### src/hw/rtl/lbi_pkg.sv
// Shared types and constants of the level bracket interpolator.
// Depends on nothing; every other file of the block but the two channel interfaces imports it.
package lbi_pkg;

  // Field widths fixed by the item formats.
  localparam int HEIGHT_W = 24;
  localparam int VALUE_W  = 32;
  localparam int OP_W     = 2;
  localparam int ENTRY_W  = 8;
  localparam int COUNT_W  = 9;
  localparam int LEVEL_W  = 8;
  localparam int WEIGHT_W = 17;

  // Q16 one, the weight of a clamped result.
  localparam logic [WEIGHT_W-1:0] Q_ONE = 17'h10000;

  // Reset value of the level count register.
  localparam logic [COUNT_W-1:0] COUNT_RESET = 9'd150;

  // Operation codes of an input beat.
  localparam logic [OP_W-1:0] OP_LOAD_HEIGHT = 2'd0;
  localparam logic [OP_W-1:0] OP_LOAD_VALUE  = 2'd1;
  localparam logic [OP_W-1:0] OP_QUERY       = 2'd2;

  // Table write broadcast to every cell.
  typedef struct packed {
    logic                       we_height;
    logic                       we_value;
    logic [ENTRY_W-1:0]         index;
    logic signed [HEIGHT_W-1:0] height;
    logic signed [VALUE_W-1:0]  value;
  } load_t;

  // Query token that walks down the row of cells.
  typedef struct packed {
    logic                       valid;
    logic                       found;
    logic                       clamp;
    logic signed [HEIGHT_W-1:0] target;
    logic signed [HEIGHT_W-1:0] up_height;
    logic signed [VALUE_W-1:0]  up_value;
    logic signed [HEIGHT_W-1:0] lo_height;
    logic signed [VALUE_W-1:0]  lo_value;
  } tok_t;

  // Sequencer states.
  typedef enum logic [2:0] {
    ST_IDLE,
    ST_SCAN,
    ST_DIV,
    ST_MUL,
    ST_OUT
  } state_t;

  // Sequencer controls.
  typedef struct packed {
    logic in_ready;
    logic capture;
    logic div_start;
    logic out_load;
  } ctl_t;

endpackage

### src/hw/rtl/lbi_div.sv
// Restoring divider for the Q16 weight: one quotient bit per cycle.
// Depends on lbi_pkg.
module lbi_div (
  input  logic                             clk,
  input  logic                             rst_n,
  input  logic                             start,
  input  logic [lbi_pkg::HEIGHT_W-1:0]     num,
  input  logic [lbi_pkg::HEIGHT_W-1:0]     den,
  output logic                             done,
  output logic [lbi_pkg::WEIGHT_W-1:0]     quot
);
  import lbi_pkg::*;

  localparam int CNT_W = $clog2(WEIGHT_W + 1);

  logic                  busy_r;
  logic                  done_r;
  logic [CNT_W-1:0]      cnt_r;
  logic [HEIGHT_W:0]     rem_r, rem_nxt;
  logic [HEIGHT_W-1:0]   den_r;
  logic [WEIGHT_W-1:0]   quot_r;
  logic                  ge;
  logic [HEIGHT_W:0]     diff;

  // One step: compare, subtract, shift. The remainder stays below the divisor,
  // and num never exceeds den, so the quotient fits in WEIGHT_W bits.
  always_comb begin
    ge      = (rem_r >= {1'b0, den_r});
    diff    = ge ? (rem_r - {1'b0, den_r}) : rem_r;
    rem_nxt = {diff[HEIGHT_W-1:0], 1'b0};
  end

  // Control.
  always_ff @(posedge clk) begin
    if (!rst_n) begin
      busy_r <= 1'b0;
      done_r <= 1'b0;
      cnt_r  <= '0;
    end else begin
      done_r <= 1'b0;
      if (start) begin
        busy_r <= 1'b1;
        cnt_r  <= CNT_W'(WEIGHT_W);
      end else if (busy_r) begin
        cnt_r <= cnt_r - 1'b1;
        if (cnt_r == CNT_W'(1)) begin
          busy_r <= 1'b0;
          done_r <= 1'b1;
        end
      end
    end
  end

  // Datapath.
  always_ff @(posedge clk) begin
    if (start) begin
      rem_r  <= {1'b0, num};
      den_r  <= den;
      quot_r <= '0;
    end else if (busy_r) begin
      rem_r  <= rem_nxt;
      quot_r <= {quot_r[WEIGHT_W-2:0], ge};
    end
  end

  assign done = done_r;
  assign quot = quot_r;

endmodule

### config.mk
export PLATFORM = sky130hd
export DESIGN_NAME = lbi_div
export DESIGN_NICKNAME = d
export VERILOG_FILES = /design/src/hw/rtl/lbi_pkg.sv /design/src/hw/rtl/lbi_div.sv
export SDC_FILE = /design/constraint.sdc
export NUM_CORES = 1
export LEC_CHECK = 0
export BUFFER_PORTS_ARGS = -buffer_cell sky130_fd_sc_hd__buf_2
export CORE_MARGIN = 2
export CORE_UTILIZATION = 40
export DETAILED_ROUTE_END_ITERATION = 6
export HOLD_SLACK_MARGIN = 0.08
export PLACE_DENSITY = 0.61
export SYNTH_ARGS = -nofsm -noshare
export SYNTH_HDL_FRONTEND = slang
export SYNTH_SLANG_ARGS = --single-unit
### constraint.sdc
create_clock -name clk -period 3.1 [get_ports clk]
set_input_delay 0.155 -clock clk [delete_from_list [all_inputs] [get_ports clk]]
set_output_delay 0.155 -clock clk [all_outputs]
set_load 0.01 [all_outputs]
**Word-level counts from Yosys, hierarchy flattened**

Cells that the tools add are included.

- Flip-flop bits (word level): 73
- Input bits: 51

- Equal/unequal tests: 1
- Reductions and logical operators: 3
- Bitwise gates (word level): 2
- Multiplexer cells: 9
- Magnitude comparators: 1
- $add $sub $neg: 2

Operator list:

| operator | count |
|---|---|
| $mux W24 | 3 |
| $ge A25 B24 Y1 | 1 |
| $sub A24 B24 Y24 | 1 |
| $mux W5 | 2 |
| $eq A5 B1 Y1 const B | 1 |
| $sub A5 B1 Y5 const B | 1 |
| $mux W1 | 4 |
| $reduce_or A3 Y1 | 1 |
| $not A1 Y1 | 2 |
| $reduce_bool A2 Y1 | 1 |
| $reduce_or A2 Y1 | 1 |

**Logic depth before layout (Yosys ltp)**

- Word-level depth: 4
- Mapped depth: 12
- Gate-level depth less buffers: 11

**Worst setup path before layout**

OpenSTA, ideal clock, no wires.

- Kind: flip-flop to flip-flop
- From: reg rem_r[11]
- To: reg rem_r[10], data pin
- Clock period less this slack: 2.731 ns
- Required time: 2.840 ns
- Path slack: 0.369 ns
- Stages on the path, launching flop included: 11
- Arrival: 2.471 ns
- Library setup time: 0.260 ns
- Path buffers: 2
- Cells stage by stage: edfxtp_1 -> ha_1 -> buf_2 -> nand3_1 -> nor3_1 -> a211oi_2 -> a21oi_2 -> nand2b_4 -> buf_12 -> mux2_4 -> mux2_2

- Longest elaborated chain between the ends: 4

RTL lines:

| item | line | text |
|---|---|---|
| start, declared | lbi_div.sv:19 | `logic [HEIGHT_W:0] rem_r, rem_nxt;` |
| start signal, assigned | lbi_div.sv:57 | `rem_r <= {1'b0, num};` |
| start signal, assigned | lbi_div.sv:61 | `rem_r <= rem_nxt;` |
| $ge A25 B24 Y1 | lbi_div.sv:28 | `ge = (rem_r >= {1'b0, den_r});` |
| $mux W24 | lbi_div.sv:29 | `diff = ge ? (rem_r - {1'b0, den_r}) : rem_r;` |
| $mux W24 | lbi_div.sv:60 | `end else if (busy_r) begin` |
| $mux W24 | lbi_div.sv:56 | `if (start) begin` |

No other way between the ends. The select of a mux whose other input is x is not followed.
A chain may end at the register's enable or synchronous reset.

**Final worst setup path**

- From: reg rem_r[12]
- To: reg rem_r[3], data pin

The elaborated chain is that of the path after synthesis.

==> results.json <==
{
  "status": "complete, no violations",
  "tightest_slew_ns": 0.651,
  "grt_pass1_vias": 3279,
  "yosysWarnings": 0,
  "cts_root_buf": "clkbuf_8",
  "fp-row-count": 38,
  "synthCells": 406,
  "drive_above_1_share_pct": 27.0,
  "ant_nets": 0,
  "drt_pass1_iterations": 4,
  "hp-class": "in -> reg",
  "setup_viol_count_final": 0,
  "portBuffers": 68,
  "critPathKind": "reg -> reg",
  "hold_viol_final": 0,
  "path_clk_slew_ns": 0.08,
  "multi_input_area_sq_um": 2230,
  "wirelength_microns": 9390,
  "avgSynthCellArea_sq_um": 10.8,
  "cp_common_cell": "mux2_2",
  "via_per_inst": 5.07,
  "ios": 69,
  "clockBufferDepth": 2,
  "fin_crit_sh_pct": 94.9,
  "worstReg2RegStart": "rem_r[12]$_DFFE_PP_",
  "fmax_mhz": 340,
  "clock_sinks": 73,
  "p_leak_nw": 2.36,
  "final_nets": 591,
  "initial_core_util_pct": 40.7,
  "post-place-cells": 606,
  "cts_tree": "yes",
  "maxCapViolations": 0,
  "peakVddDrop_mv": 0.243,
  "ys_seq_area_share_pct": 44.4,
  "cp.depth": 9,
  "grt_pass1_wl_microns": 15000,
  "track_usage_pct": 16.3,
  "arrival_ns": 3.05,
  "path_buf_inv": 0,
  "max_stage_delay_ns": 0.43,
  "ff_latch_area_sq_um": 1940,
  "crit_end": "rem_r[3]$_DFFE_PP_",
  "cp_slowest_cell": "ha_2",
  "worstSetupEndpointType": "flip-flop",
  "fp.coreArea_sq_um": 10700,
  "cp-start-kind": "flip-flop",
  "ff2ff_setup_slack_ns": 0.16,
  "finalPower_mw": 3.53,
  "ctsHtreeMaxLevel": 3,
  "skew_ns": 0.0132,
  "critical_path.cell_chain": "ha_2, a21o_1, a31oi_4, o311ai_4, nor2_1, a21oi_2, nand2b_4, mux2_2, mux2_2",
  "final_cells": 658,
  "cp.required_ns": 3.21,
  "die_h_microns": 109,
  "placed_area_sq_um": 4840,
  "r2r-end": "rem_r[3]$_DFFE_PP_",
  "power_density_nw_per_um2": 652,
  "cts_made_buffers": 9,
  "drc_errors": 0,
  "synth_cell_types": 59,
  "die_w_microns": 109,
  "grt_max_degree": 48,
  "fin_crit_ns": 2.94,
  "path_delay_family": "compound AO/OA/AOI/OAI gates",
  "cp_max_fo": 7,
  "ys_ff_latch": 73,
  "crit_start": "rem_r[12]$_DFFE_PP_",
  "fillCellCount": 1029,
  "slew_headroom_pct": 56.6,
  "dpl.hpwl_microns": 6560,
  "synth_edf_count": 48,
  "place_congestion": 0.821,
  "syn-cell-area_sq_um": 4370,
  "rsz0062_at_grt": "false",
  "final_area_sq_um": 5410,
  "ys.flop_type": "edfxtp_1",
  "drt_iter0_markers": 78,
  "grt.overflow.total": 0,
  "insertion_delay_ns": 0.37,
  "area_growth_pct": 23.8,
  "slew_viol_final": 0,
  "avgRoutedWirePerCell_microns": 14.3,
  "vias": 3336,
  "antenna_found_initial": 0,
  "reg2regPathDepth": 9,
  "syn-num-nets": 484,
  "synthArstFlopShare_pct": 0,
  "diodes": 0,
  "fin_tns_setup_ns": 0,
  "die_area_sq_um": 11800
}
[cell usage after synthesis, drive strengths merged, types with 2 or more instances]
cell | count | area, sq um
a211oi | 5 | 55.1
a21o | 7 | 52.6
a21oi | 27 | 139
a221o | 2 | 20.0
a31oi | 4 | 40.0
and2 | 2 | 12.5
buf | 10 | 72.6
clkbuf | 8 | 50.1
dfxtp | 25 | 500
edfxtp | 48 | 1440
ha | 26 | 325
inv | 31 | 116
mux2 | 22 | 278
mux2i | 21 | 210
nand2 | 18 | 67.6
nand2b | 4 | 32.5
nand3 | 7 | 47.6
nand4 | 4 | 25.0
nor2 | 36 | 135
nor2b | 12 | 75.1
nor3 | 11 | 55.1
nor3b | 2 | 15.0
nor4 | 5 | 31.3
nor4b | 2 | 17.5
o211a | 3 | 30.0
o211ai | 2 | 15.0
o21a | 6 | 45.0
o21ai | 14 | 77.6
o31ai | 3 | 22.5
or2 | 2 | 12.5
or2b | 2 | 17.5
xnor2 | 15 | 131
xor2 | 7 | 61.3
[routing by layer]
| layer | track usage, % | up-vias | routed length (microns) |
|---|---|---|---|
| li1 | - | 1677 | - |
| met1 | 20.4 | 1592 | 4300 |
| met2 | 26.7 | 58 | 4490 |
| met3 | 5.06 | 9 | 457 |
| met4 | 5.68 | 0 | 143 |
| met5 | 0 | - | 0 |
[sequential cells by signal (all words and copies together), names as in the netlist]
signal  cells
cnt_r       5
rem_r      25
busy_r      1
quot       17
den_r      24
done        1
[cells in the final DEF, fill, tap and decap left out, types with 3 or more instances in the layout]
cell,n
mux2_4,8
buf_4,12
inv_1,31
a21oi_1,26
nor2b_1,12
nor2_1,36
mux2i_1,21
a31oi_1,3
nand2b_1,3
o21a_1,6
o31ai_1,3
ha_1,23
a211oi_1,3
nor3_1,10
xnor2_1,15
nand2_1,18
a21o_1,7
nand4_1,4
dlygate4sd3_1,32
xor2_1,7
o211a_1,3
clkbuf_8,9
dfxtp_1,25
buf_2,68
nand3_1,6
clkinv_4,3
mux2_2,14
o21ai_0,12
edfxtp_1,48
nor4_1,4
ha_2,3
[worst register-to-register path, cell delays in order (launching register included)]
cell      delay (ns)
edfxtp_1        0.42
ha_2            0.43
a21o_1          0.21
a31oi_4         0.06
o311ai_4        0.37
nor2_1          0.09
a21oi_2         0.25
nand2b_4        0.25
mux2_2          0.34
mux2_2          0.26
[final cells by class]
class	instances	share of cell area, %
clock buffer	10	2.75
multi-input combinational	286	41.2
clock inverter	6	0.901
inverter	31	2.15
sequential	73	35.9
tap	140	3.24
timing repair buffer	112	13.9
[worst min path at each step]
stage / to / cells after the start / startpoint / slack, ns
after floorplan: den_r[0]$_DFFE_PP_ / 0 / den[0] / 0.25
final: rem_r[6]$_DFFE_PP_ / 2 / num[6] / 0.1
after global placement: den_r[8]$_DFFE_PP_ / 1 / den[8] / 0.33
after global routing: rem_r[14]$_DFFE_PP_ / 2 / num[14] / 0.08
after detailed placement: den_r[4]$_DFFE_PP_ / 1 / den[4] / 0.33
after CTS: rem_r[6]$_DFFE_PP_ / 2 / num[6] / 0.08
[per-stage QoR]
step,setup slack (ns),hold slack [ns],util [%]
2_1_floorplan,0.369,0.254,-
3_3_place_gp,0.174,0.332,45.0
3_5_place_dp,0.0380,0.334,45.0
4_1_cts,0.0227,0.0813,49.8
5_1_grt,0.00973,0.0821,50.4
6_report,0.159,0.0995,50.4
[cell families (layout without fill, tap and decap cells)]
kind of cell    after synthesis  in the layout  share of synthesized area [%]
compound gates               81             81                           13.3
xor+xnor                     22             22                           4.41
fa+ha+maj                    27             27                           7.90
buf+inv                      49            159                           5.47
flops                        73             73                           44.4
mux                          43             43                           11.2
simple gates                111            113                           13.3
[repair_timing]
item | in CTS | in global routing
hold endpoints to repair | 33 | 1
endpoints found under the setup margin | 0 | 12
hold buffers | 31 | 1
setup buffers | 0 | 2
gates resized for setup | 0 | 6
[power breakdown]
group / internal (mW) / leakage, nW / switching, mW
registers: 1.19 / 0.680 / 0.0641
clock network: 0.348 / 0.102 / 0.410
logic: 0.747 / 1.57 / 0.771
total: 2.28 / 2.36 / 1.25
(Power assumes the default switching activity.)
