===== src/hw/rtl/lbi_pkg.sv =====
// Shared types and constants of the level bracket interpolator.
// Depends on nothing; every other file of the block but the two channel interfaces imports it.
package lbi_pkg;

  // Field widths fixed by the item formats.
  localparam int HEIGHT_W = 24;
  localparam int VALUE_W  = 32;
  localparam int OP_W     = 2;
  localparam int ENTRY_W  = 8;
  localparam int COUNT_W  = 9;
  localparam int LEVEL_W  = 8;
  localparam int WEIGHT_W = 17;

  // Q16 one, the weight of a clamped result.
  localparam logic [WEIGHT_W-1:0] Q_ONE = 17'h10000;

  // Reset value of the level count register.
  localparam logic [COUNT_W-1:0] COUNT_RESET = 9'd150;

  // Operation codes of an input beat.
  localparam logic [OP_W-1:0] OP_LOAD_HEIGHT = 2'd0;
  localparam logic [OP_W-1:0] OP_LOAD_VALUE  = 2'd1;
  localparam logic [OP_W-1:0] OP_QUERY       = 2'd2;

  // Table write broadcast to every cell.
  typedef struct packed {
    logic                       we_height;
    logic                       we_value;
    logic [ENTRY_W-1:0]         index;
    logic signed [HEIGHT_W-1:0] height;
    logic signed [VALUE_W-1:0]  value;
  } load_t;

  // Query token that walks down the row of cells.
  typedef struct packed {
    logic                       valid;
    logic                       found;
    logic                       clamp;
    logic signed [HEIGHT_W-1:0] target;
    logic signed [HEIGHT_W-1:0] up_height;
    logic signed [VALUE_W-1:0]  up_value;
    logic signed [HEIGHT_W-1:0] lo_height;
    logic signed [VALUE_W-1:0]  lo_value;
  } tok_t;

  // Sequencer states.
  typedef enum logic [2:0] {
    ST_IDLE,
    ST_SCAN,
    ST_DIV,
    ST_MUL,
    ST_OUT
  } state_t;

  // Sequencer controls.
  typedef struct packed {
    logic in_ready;
    logic capture;
    logic div_start;
    logic out_load;
  } ctl_t;

endpackage


===== src/hw/rtl/lbi_cell.sv =====
// One table cell: holds one level height and one sample value and updates the
// passing query token. Depends on lbi_pkg.
module lbi_cell #(
  parameter int IDX_W    = 8,
  parameter int CELL_IDX = 0
) (
  input  logic            clk,
  input  logic            rst_n,
  input  lbi_pkg::load_t  load,
  input  logic [IDX_W-1:0] last_idx,
  input  lbi_pkg::tok_t   tok_in,
  input  logic [IDX_W-1:0] up_in,
  input  logic [IDX_W-1:0] lo_in,
  output lbi_pkg::tok_t   tok_out,
  output logic [IDX_W-1:0] up_out,
  output logic [IDX_W-1:0] lo_out
);
  import lbi_pkg::*;

  localparam int CMP_W = (IDX_W > ENTRY_W) ? IDX_W : ENTRY_W;
  localparam logic [IDX_W-1:0] MY_IDX = IDX_W'(CELL_IDX);

  logic signed [HEIGHT_W-1:0] height_r;
  logic signed [VALUE_W-1:0]  value_r;
  logic                       valid_r;
  tok_t                       tok_r;
  tok_t                       tok_nxt;
  logic [IDX_W-1:0]           up_r, up_nxt;
  logic [IDX_W-1:0]           lo_r, lo_nxt;
  logic [CMP_W-1:0]           wr_idx;
  logic                       hit;
  logic                       is_last;

  // Table write: the cell whose index matches takes the beat.
  assign wr_idx  = CMP_W'(load.index);
  assign hit     = (wr_idx == CMP_W'(CELL_IDX));
  assign is_last = (last_idx == MY_IDX);

  always_ff @(posedge clk) begin
    if (load.we_height && hit) begin
      height_r <= load.height;
    end
    if (load.we_value && hit) begin
      value_r <= load.value;
    end
  end

  // Token update: take the first level below the target as lower, keep the
  // one before it as upper; the first and last cells add the clamp tests.
  always_comb begin
    tok_nxt = tok_in;
    up_nxt  = up_in;
    lo_nxt  = lo_in;
    if (tok_in.valid) begin
      if (!tok_in.found) begin
        if ((CELL_IDX == 0) && (tok_in.target >= height_r)) begin
          tok_nxt.found     = 1'b1;
          tok_nxt.clamp     = 1'b1;
          up_nxt            = MY_IDX;
          lo_nxt            = MY_IDX;
          tok_nxt.up_height = height_r;
          tok_nxt.up_value  = value_r;
          tok_nxt.lo_height = height_r;
          tok_nxt.lo_value  = value_r;
        end else if (height_r < tok_in.target) begin
          tok_nxt.found     = 1'b1;
          lo_nxt            = MY_IDX;
          tok_nxt.lo_height = height_r;
          tok_nxt.lo_value  = value_r;
        end else begin
          up_nxt            = MY_IDX;
          tok_nxt.up_height = height_r;
          tok_nxt.up_value  = value_r;
        end
      end
      // A target at or below the last level wins over everything else.
      if (is_last && (tok_in.target <= height_r)) begin
        tok_nxt.found     = 1'b1;
        tok_nxt.clamp     = 1'b1;
        up_nxt            = MY_IDX;
        lo_nxt            = MY_IDX;
        tok_nxt.up_height = height_r;
        tok_nxt.up_value  = value_r;
        tok_nxt.lo_height = height_r;
        tok_nxt.lo_value  = value_r;
      end
    end
  end

  // Token registers: only the valid bit is reset.
  always_ff @(posedge clk) begin
    if (!rst_n) begin
      valid_r <= 1'b0;
    end else begin
      valid_r <= tok_nxt.valid;
    end
  end

  always_ff @(posedge clk) begin
    tok_r <= tok_nxt;
    up_r  <= up_nxt;
    lo_r  <= lo_nxt;
  end

  always_comb begin
    tok_out       = tok_r;
    tok_out.valid = valid_r;
  end

  assign up_out = up_r;
  assign lo_out = lo_r;

endmodule


===== config.mk =====
export PLATFORM = sky130hd
export DESIGN_NAME = lbi_cell
export DESIGN_NICKNAME = d
export VERILOG_FILES = /design/src/hw/rtl/lbi_pkg.sv /design/src/hw/rtl/lbi_cell.sv
export SDC_FILE = /design/constraint.sdc
export NUM_CORES = 1
export LEC_CHECK = 0
export ABC_AREA = 1
export BUFFER_PORTS_ARGS = -buffer_cell sky130_fd_sc_hd__clkbuf_2
export CAP_MARGIN = 30
export CORE_MARGIN = 2
export CORE_UTILIZATION = 35
export CTS_CLUSTER_DIAMETER = 120
export DETAILED_ROUTE_END_ITERATION = 8
export PLACE_DENSITY = 0.63
export SETUP_SLACK_MARGIN = 0.4
export SLEW_MARGIN = 20
export SYNTH_ARGS = -nofsm -noshare
export SYNTH_HDL_FRONTEND = slang
export SYNTH_SLANG_ARGS = --single-unit

===== constraint.sdc =====
create_clock -name clk -period 5.3 [get_ports clk]
set_input_delay 1.325 -clock clk [delete_from_list [all_inputs] [get_ports clk]]
set_output_delay 1.325 -clock clk [all_outputs]
set_load 0.02 [all_outputs]

# Yosys cells after proc, flatten, opt, wreduce, memory -nomap -nowiden
# Cells that the tools add are included.
# word_totals
elab_cells	42
in_bits	231
reg_bits	211
# classes
n_lt_le_gt_ge	3
muxes	22
n_reduce_logical	5
# ops
cell	n
112-bit 2-to-1 mux	4
56-bit 2-to-1 mux	2
8-bit 2-to-1 mux	10
24-bit >= comparator	1
24-bit <= comparator	1
24-bit less-than comparator	1
8-bit logical NOT	2
2-bit 2-to-1 mux	3
1-bit logical AND	3
1-bit 2-to-1 mux	3

# Depth between registers and ports, before layout
# Gate-level depths: netlist of run 1.
# logic_depth
ltp_word	6
mapped_depth	20
mapped_depth_nobuf	18

# Least setup slack after synthesis of run 1
# OpenSTA, ideal clock, no wires.
# synth_timing
path_type	input to register
start	input port load[57] (netlist bit)
end	register value_r[0], enable pin
setup_ps	421
path_buffers	0
path_stages	3
t_arrival_ps	3036
t_required_ps	4879
slack_ps	1843
path_cell_list	nor4_1 > nand2_1 > nor2_1
# synth_via
elab_chain_len	2
# synth_rtl
element	line_no	source
start, declared	lbi_cell.sv:9	input lbi_pkg::load_t load,
8-bit logical NOT	lbi_cell.sv:36	assign hit = (wr_idx == CMP_W'(CELL_IDX));
1-bit logical AND	lbi_cell.sv:43	if (load.we_value && hit) begin
end signal, assigned	lbi_cell.sv:44	value_r <= load.value;
end, declared	lbi_cell.sv:24	logic signed [VALUE_W-1:0] value_r;
# No other way between the ends.
# A chain may end at the register's enable or synchronous reset.

==> results of run 1 <==
==> layer usage <==
layer / vias to the layer above / routed length (µm) / track usage, %
met5: - / 13 / 0
met4: 2 / 490 / 5.286
li1: 3194 / - / -
met2: 256 / 11240 / 34.03
met3: 45 / 1581 / 4.128
met1: 2875 / 8943 / 22.50
==> final timing paths <==
path | from | endpoint | cells past startpoint
max | tok_in[135] | tok_out[2] | 12
min | value_r[8] | tok_out[8] | 2
max reg2reg | height_r[23] | tok_out[2] | 15
min reg2reg | value_r[8] | tok_out[8] | 2
==> kinds of logic (layout without fill, tap and decap cells) <==
| kind of cell | after synthesis | after routing |
|---|---|---|
| adders and majority gates | 24 | 24 |
| buffers and inverters | 97 | 494 |
| DFF | 211 | 211 |
| and+or+nand+nor | 416 | 416 |
| AOI/OAI and AO/OA | 11 | 11 |
==> stage by stage <==
step	hold WS, ps	total power [W]	setup WS (ps)
6_report	501.6	0.003739	1775
5_1_grt	535.8	0.003888	1478
4_1_cts	503.5	0.003778	1773
3_5_place_dp	489.8	0.002244	1254
3_3_place_gp	482.2	0.002239	1305
2_1_floorplan	471.5	0.002035	1843
==> Yosys cell counts (all sizes together) <==
cell type and n:
nand2 262, dfxtp 155, nand3 115, inv 60
edfxtp 56, buf 32, nor2 28, ha 24
a21oi 8, clkbuf 5, nand4 5, nor4 4
a21o 2, and2 1, o21ai 1, or2 1
==> worst max-delay path, cell delays in order <==
cell and delay [ps]:
clkbuf_2 110, ha_1 400, a21oi_1 150, o21ai_0 90
nor2_1 250, nand4_1 150, nand3_2 100, nand2_2 60
nand2_4 200, buf_4 740, nand3_1 170, nand2_1 120
==> where the power goes <==
| group | leakage [nW] | internal, W | total (W) | switching [W] |
|---|---|---|---|---|
| combinational | 3.30 | 0.000162 | 0.000440 | 0.000277 |
| sequential | 1.81 | 0.00174 | 0.00177 | 0.0000258 |
| clock | 0.370 | 0.000900 | 0.00153 | 0.000634 |
==> flip-flops by register name, indices dropped and copies added, names as in the netlist <==
| register | flops |
|---|---|
| up_out | 8 |
| height_r | 24 |
| value_r | 32 |
| valid_r | 1 |
| lo_out | 8 |
| tok_out | 138 |
==> area by class of cell <==
type	count	share of cell area, %
Clock buffer	31	6.635
Clock inverter	10	0.5132
Inverter	60	2.199
Multi-Input combinational cell	451	20.85
Sequential cell	211	46.73
Tap cell	275	3.360
Timing Repair Buffer	393	19.72
==> reports/qor.yml, run 1 <==
setup_viol: 0
wl_per_cell_um: 15.56
clock_path_buffers: 3
initial_utilization_pct: 35.36
tritoncts: "built"
synth_top_family_by_area: "simple AND/OR/NAND/NOR gates"
outcome: "complete, no violations"
ys_seq_area_share_pct: 64.77
finClkSkew_ps: 9.471
clk_latency_ps: 500
grt_antenna_before_repair: 1
final_cell_mix: "clkbuf_2, nand2_1, dfxtp_1, nand3_1"
cts_made_buffers: 23
slew_violations: 0
grt_pass1_wl_um: 32780
num_rows: 53
crit_fanout: 93
synth_fp_nets: 1014
crit_path_start_kind: "input port"
post_cts_buffers: 0
tns_ps: 0
yosys.area.top_type: "dfxtp_1"
drt-initial-drc-count: 203
max_freq_ghz: 0.2837
ir_drop_mv: 0.2161
hold_buffers: 0
clock-sinks: 211
clkTransAtPathRegs_ps: 60
syn_area_um2: 7387
slew_headroom_pct: 36.42
min_period_ps: 3525
core-area_um2: 20890
layout.cells.non_filler: 1431
overflow: 0
ant_nets: 0
num_antenna_cells: 0
avgSynthCellArea_um2: 9.733
synth_compound_area_share_pct: 0.8130
io_buffers: 385
regArea_um2: 4785
area_delta_synth_final_pct: 38.62
dp.cells: 1389
cap_viol_max_count: 0
grtUsageTotal_pct: 18.84
final_util_pct: 49.02
crit_path_end_kind: "flip-flop"
htreeDepth: 1
synth_seq_cells: 211
die_w_um: 149.3
hold_viol_final: 0
design_area_um2: 10240
power_leakage_nw: 5.485
multi_input_area_um2: 2135
first_pass_iters: 4
final_common_cell: "clkbuf_2"
vias: 6372
synthSimpleGateAreaFrac_pct: 23.85
post_drt_via_cell_ratio: 4.453
drive_gt1_share_pct: 38.41
synth_top_area_share_pct: 42.01
hpwl_um: 16510
synthCells: 759
cp.required_ps: 5740
post-route-drc-count: 0
ioPinCount: 386
grt_max_degree: 94
root_buffer: "clkbuf_16"
synth-xor-area-share_pct: 0
placed_area_um2: 9480
cts_resized: 0
wl_um: 22260
fin_crit_sh_pct: 66.52
cp_data_arrival_time_ps: 3960
rsz0062_at_grt: "false"
synth-adder-area-share_pct: 4.065
die-height_um: 149.3
final.fill_count: 2004
fin_nets: 1395
yosysUniqueCellTypes: 25
synth_area_leaders: "dfxtp_1, edfxtp_1, nand2_1"
gp_congestion: 0.7930
path_class: "input port to flip-flop"
synthMuxAreaShare_pct: 0
grt_pass1_vias: 6198
p_per_area_nw_per_um2: 365.2
ys_warn_count: 0
reg2reg_slack_ps: 2280
worstMarginPinSlew_ps: 953.8
die_area_um2: 22280
min_path_type: "flip-flop to flip-flop"
Power figures use the tool's default switching activity.
==> run 2: changes to the inputs <==
--- a/config.mk
+++ b/config.mk
@@ -12,7 +12,7 @@
 export CORE_UTILIZATION = 35
 export CTS_CLUSTER_DIAMETER = 120
 export DETAILED_ROUTE_END_ITERATION = 8
-export PLACE_DENSITY = 0.63
+export PLACE_DENSITY = 0.65
 export SETUP_SLACK_MARGIN = 0.4
 export SLEW_MARGIN = 20
 export SYNTH_ARGS = -nofsm -noshare
==> constraint.sdc (replaced) <==
create_clock -name clk -period 3.1 [get_ports clk]
set_input_delay 0.775 -clock clk [delete_from_list [all_inputs] [get_ports clk]]
set_output_delay 0.775 -clock clk [all_outputs]
set_load 0.02 [all_outputs]
==> reports/qor.yml, run 2 (synthesized netlist as in run 1, its figures left out) <==
outcome: "complete, no violations"
cts_made_buffers: 24  # +4.3%
power_leakage_nw: 5.514  # +0.54%
crit_fanout: 25  # -73%
root_buffer: "clkbuf_16"
slew_violations: 0  # unchanged
grt_antenna_before_repair: 1  # unchanged
cp.required_ps: 3560  # -2180 ps
cp.buffers_inverters: 3  # +1
clock_power_share_pct: 42.1  # +1.1 points
p_sw_share_pct: 25.30  # +0.23 points
cts_resized: 0  # unchanged
dp.cells: 1394  # +0.36%
post_cts_buffers: 0  # unchanged
hold_viol_final: 0  # unchanged
min_period_ps: 2393
crit_path_end_kind: "flip-flop"
slew_headroom_pct: 70.43  # +34 points
hold_buffers: 0  # unchanged
fin_nets: 1400  # +0.36%
first_pass_iters: 5  # +1
clock_path_buffers: 3  # unchanged
power_frac_seq_pct: 46.2  # -1.0 points
wl_um: 22430  # +0.76%
worst_path_dominant_cell_family: "simple AND/OR/NAND/NOR gates"
tns_ps: 0  # unchanged
min_path_type: "input port to flip-flop"
crit_path_start_kind: "flip-flop"
core-area_um2: 20890  # unchanged
largest_reg_flops: 138  # unchanged
clk_latency_ps: 520  # +20 ps
overflow: 0  # unchanged
p_int_w: 0.004874  # +74%
worstMarginPinSlew_ps: 443.6  # -510.2 ps
drt-initial-drc-count: 293  # +44%
setup_viol: 0  # unchanged
grt_max_degree: 77  # -18%
hpwl_um: 16630  # +0.74%
p_comb_share_pct: 11.7  # about the same
htreeDepth: 1  # unchanged
finClkSkew_ps: 31.35  # +21.88 ps
cap_viol_max_count: 0  # unchanged
clkTransAtPathRegs_ps: 60  # about the same
hold_slack_ps: 374.7  # -127.0 ps
vias: 6416  # +0.69%
grtUsageTotal_pct: 19.11  # +0.27 points
area_delta_synth_final_pct: 39.75
gp_congestion: 0.8081  # +1.9%
die_area_um2: 22280  # unchanged
ant_nets: 0  # unchanged
netSwitchingPower_w: 0.001650  # +76%
io_buffers: 385  # unchanged
num_rows: 53  # unchanged
fin_crit_sh_pct: 77.19
ir_drop_mv: 0.4098  # +90%
rsz0062_at_grt: "false"
ioPinCount: 386  # unchanged
drive_gt1_share_pct: 38.52  # +0.11 points
post_drt_via_cell_ratio: 4.459  # +0.13%
die_w_um: 149.3  # unchanged
clock-sinks: 211  # unchanged
post-route-drc-count: 0  # unchanged
final.fill_count: 1994  # -0.50%
layout.cells.non_filler: 1439  # +0.56%
p_per_area_nw_per_um2: 632.0  # +73%
reg2reg_slack_ps: 710  # -1570 ps
path_class: "flip-flop to flip-flop"
critPathMaxStageDelay_ps: 420  # -320 ps
max_freq_ghz: 0.4179
tritoncts: "built"
cp_data_arrival_time_ps: 2850  # -1110 ps
wl_per_cell_um: 15.59  # +0.20%
crit_chain: "inv_1, ha_1, a21oi_1, nor2_1, nor2_1, nand2_1, nand2_1, nand3_1, nand2_1, nand3_2, nand2_2, nand2_4, nand2_2, buf_4, inv_2, nor2_1"
grt_pass1_wl_um: 32970  # +0.59%
grt_pass1_vias: 6151  # -0.76%
crit_slowest_cell: "edfxtp_1"
die-height_um: 149.3  # unchanged
final_common_cell: "clkbuf_2"
initial_utilization_pct: 35.36  # unchanged
final_cell_mix: "clkbuf_2, nand2_1, dfxtp_1, nand3_1"
==> run 2: cell types whose count changed in the layout (fill, tap and decap cells not counted), sizes merged <==
cell / before / now
clkbuf: 416 / 418
clkinvlp: 0 / 2
diode: 0 / 1
buf: 8 / 12
inv: 61 / 62
bufinv: 0 / 1
clkinv: 9 / 6
==> run 2: worst register-to-register path: stages (launching register included) <==
cell and delay, ps:
edfxtp_1 420, inv_1 80, ha_1 230, a21oi_1 160, nor2_1 50, nor2_1 110, nand2_1 120, nand2_1 110
nand3_1 90, nand2_1 80, nand3_2 60, nand2_2 70, nand2_4 70, nand2_2 90, buf_4 310, inv_2 150
nor2_1 120
==> run 2: worst paths after layout <==
check,startpoint,endpoint,cells past startpoint
setup / recovery,height_r[5],up_out[0],16
hold reg to reg,value_r[1],tok_out[1],2
hold / removal,tok_in[119],tok_out[119],1
setup reg to reg,height_r[5],up_out[0],16
==> run 2: cell type report <==
class / instances / area, µm² / share of cell area [%]
clock inverter: 11 / 90.09 / 0.8726
tap: 275 / 344.1 / 3.333
antenna: 1 / 2.502 / 0.02424
sequential: 211 / 4785 / 46.35
timing repair buffer: 397 / 2067 / 20.02
inverter: 60 / 225.2 / 2.182
multi-input combinational: 451 / 2135 / 20.68
clock buffer: 33 / 675.6 / 6.545
==> run 2: routing by layer <==
| metal | up-vias | track usage [%] | routed length (µm) |
|---|---|---|---|
| met2 | 267 | 33.06 | 11080 |
| li1 | 3210 | - | - |
| met5 | - | 0 | 0 |
| met1 | 2897 | 23.35 | 9030 |
| met4 | 0 | 6.667 | 727 |
| met3 | 42 | 4.434 | 1594 |
==> run 2: metrics by stage <==
stage	utilization [%]	instance area, µm²	setup slack (ps)	total power [W]
global route	49.42	10320	456.9	0.006784
global placement	45.74	9555	302.2	0.003836
detailed placement	45.74	9555	250.7	0.003846
CTS	49.41	10320	694.1	0.006608
finish	49.42	10320	707.1	0.006524
floorplan	-	7390	522.0	0.003480
==> run 2: power by group through the flow <==
stage	clock (W)	sequential (W)	combinational, W
after floorplan	0	0.00326	0.000218
after global placement	0	0.00307	0.000762
after detailed placement	0	0.00308	0.000770
after CTS	0.00282	0.00302	0.000773
after global routing	0.00292	0.00303	0.000834
final	0.00274	0.00302	0.000764
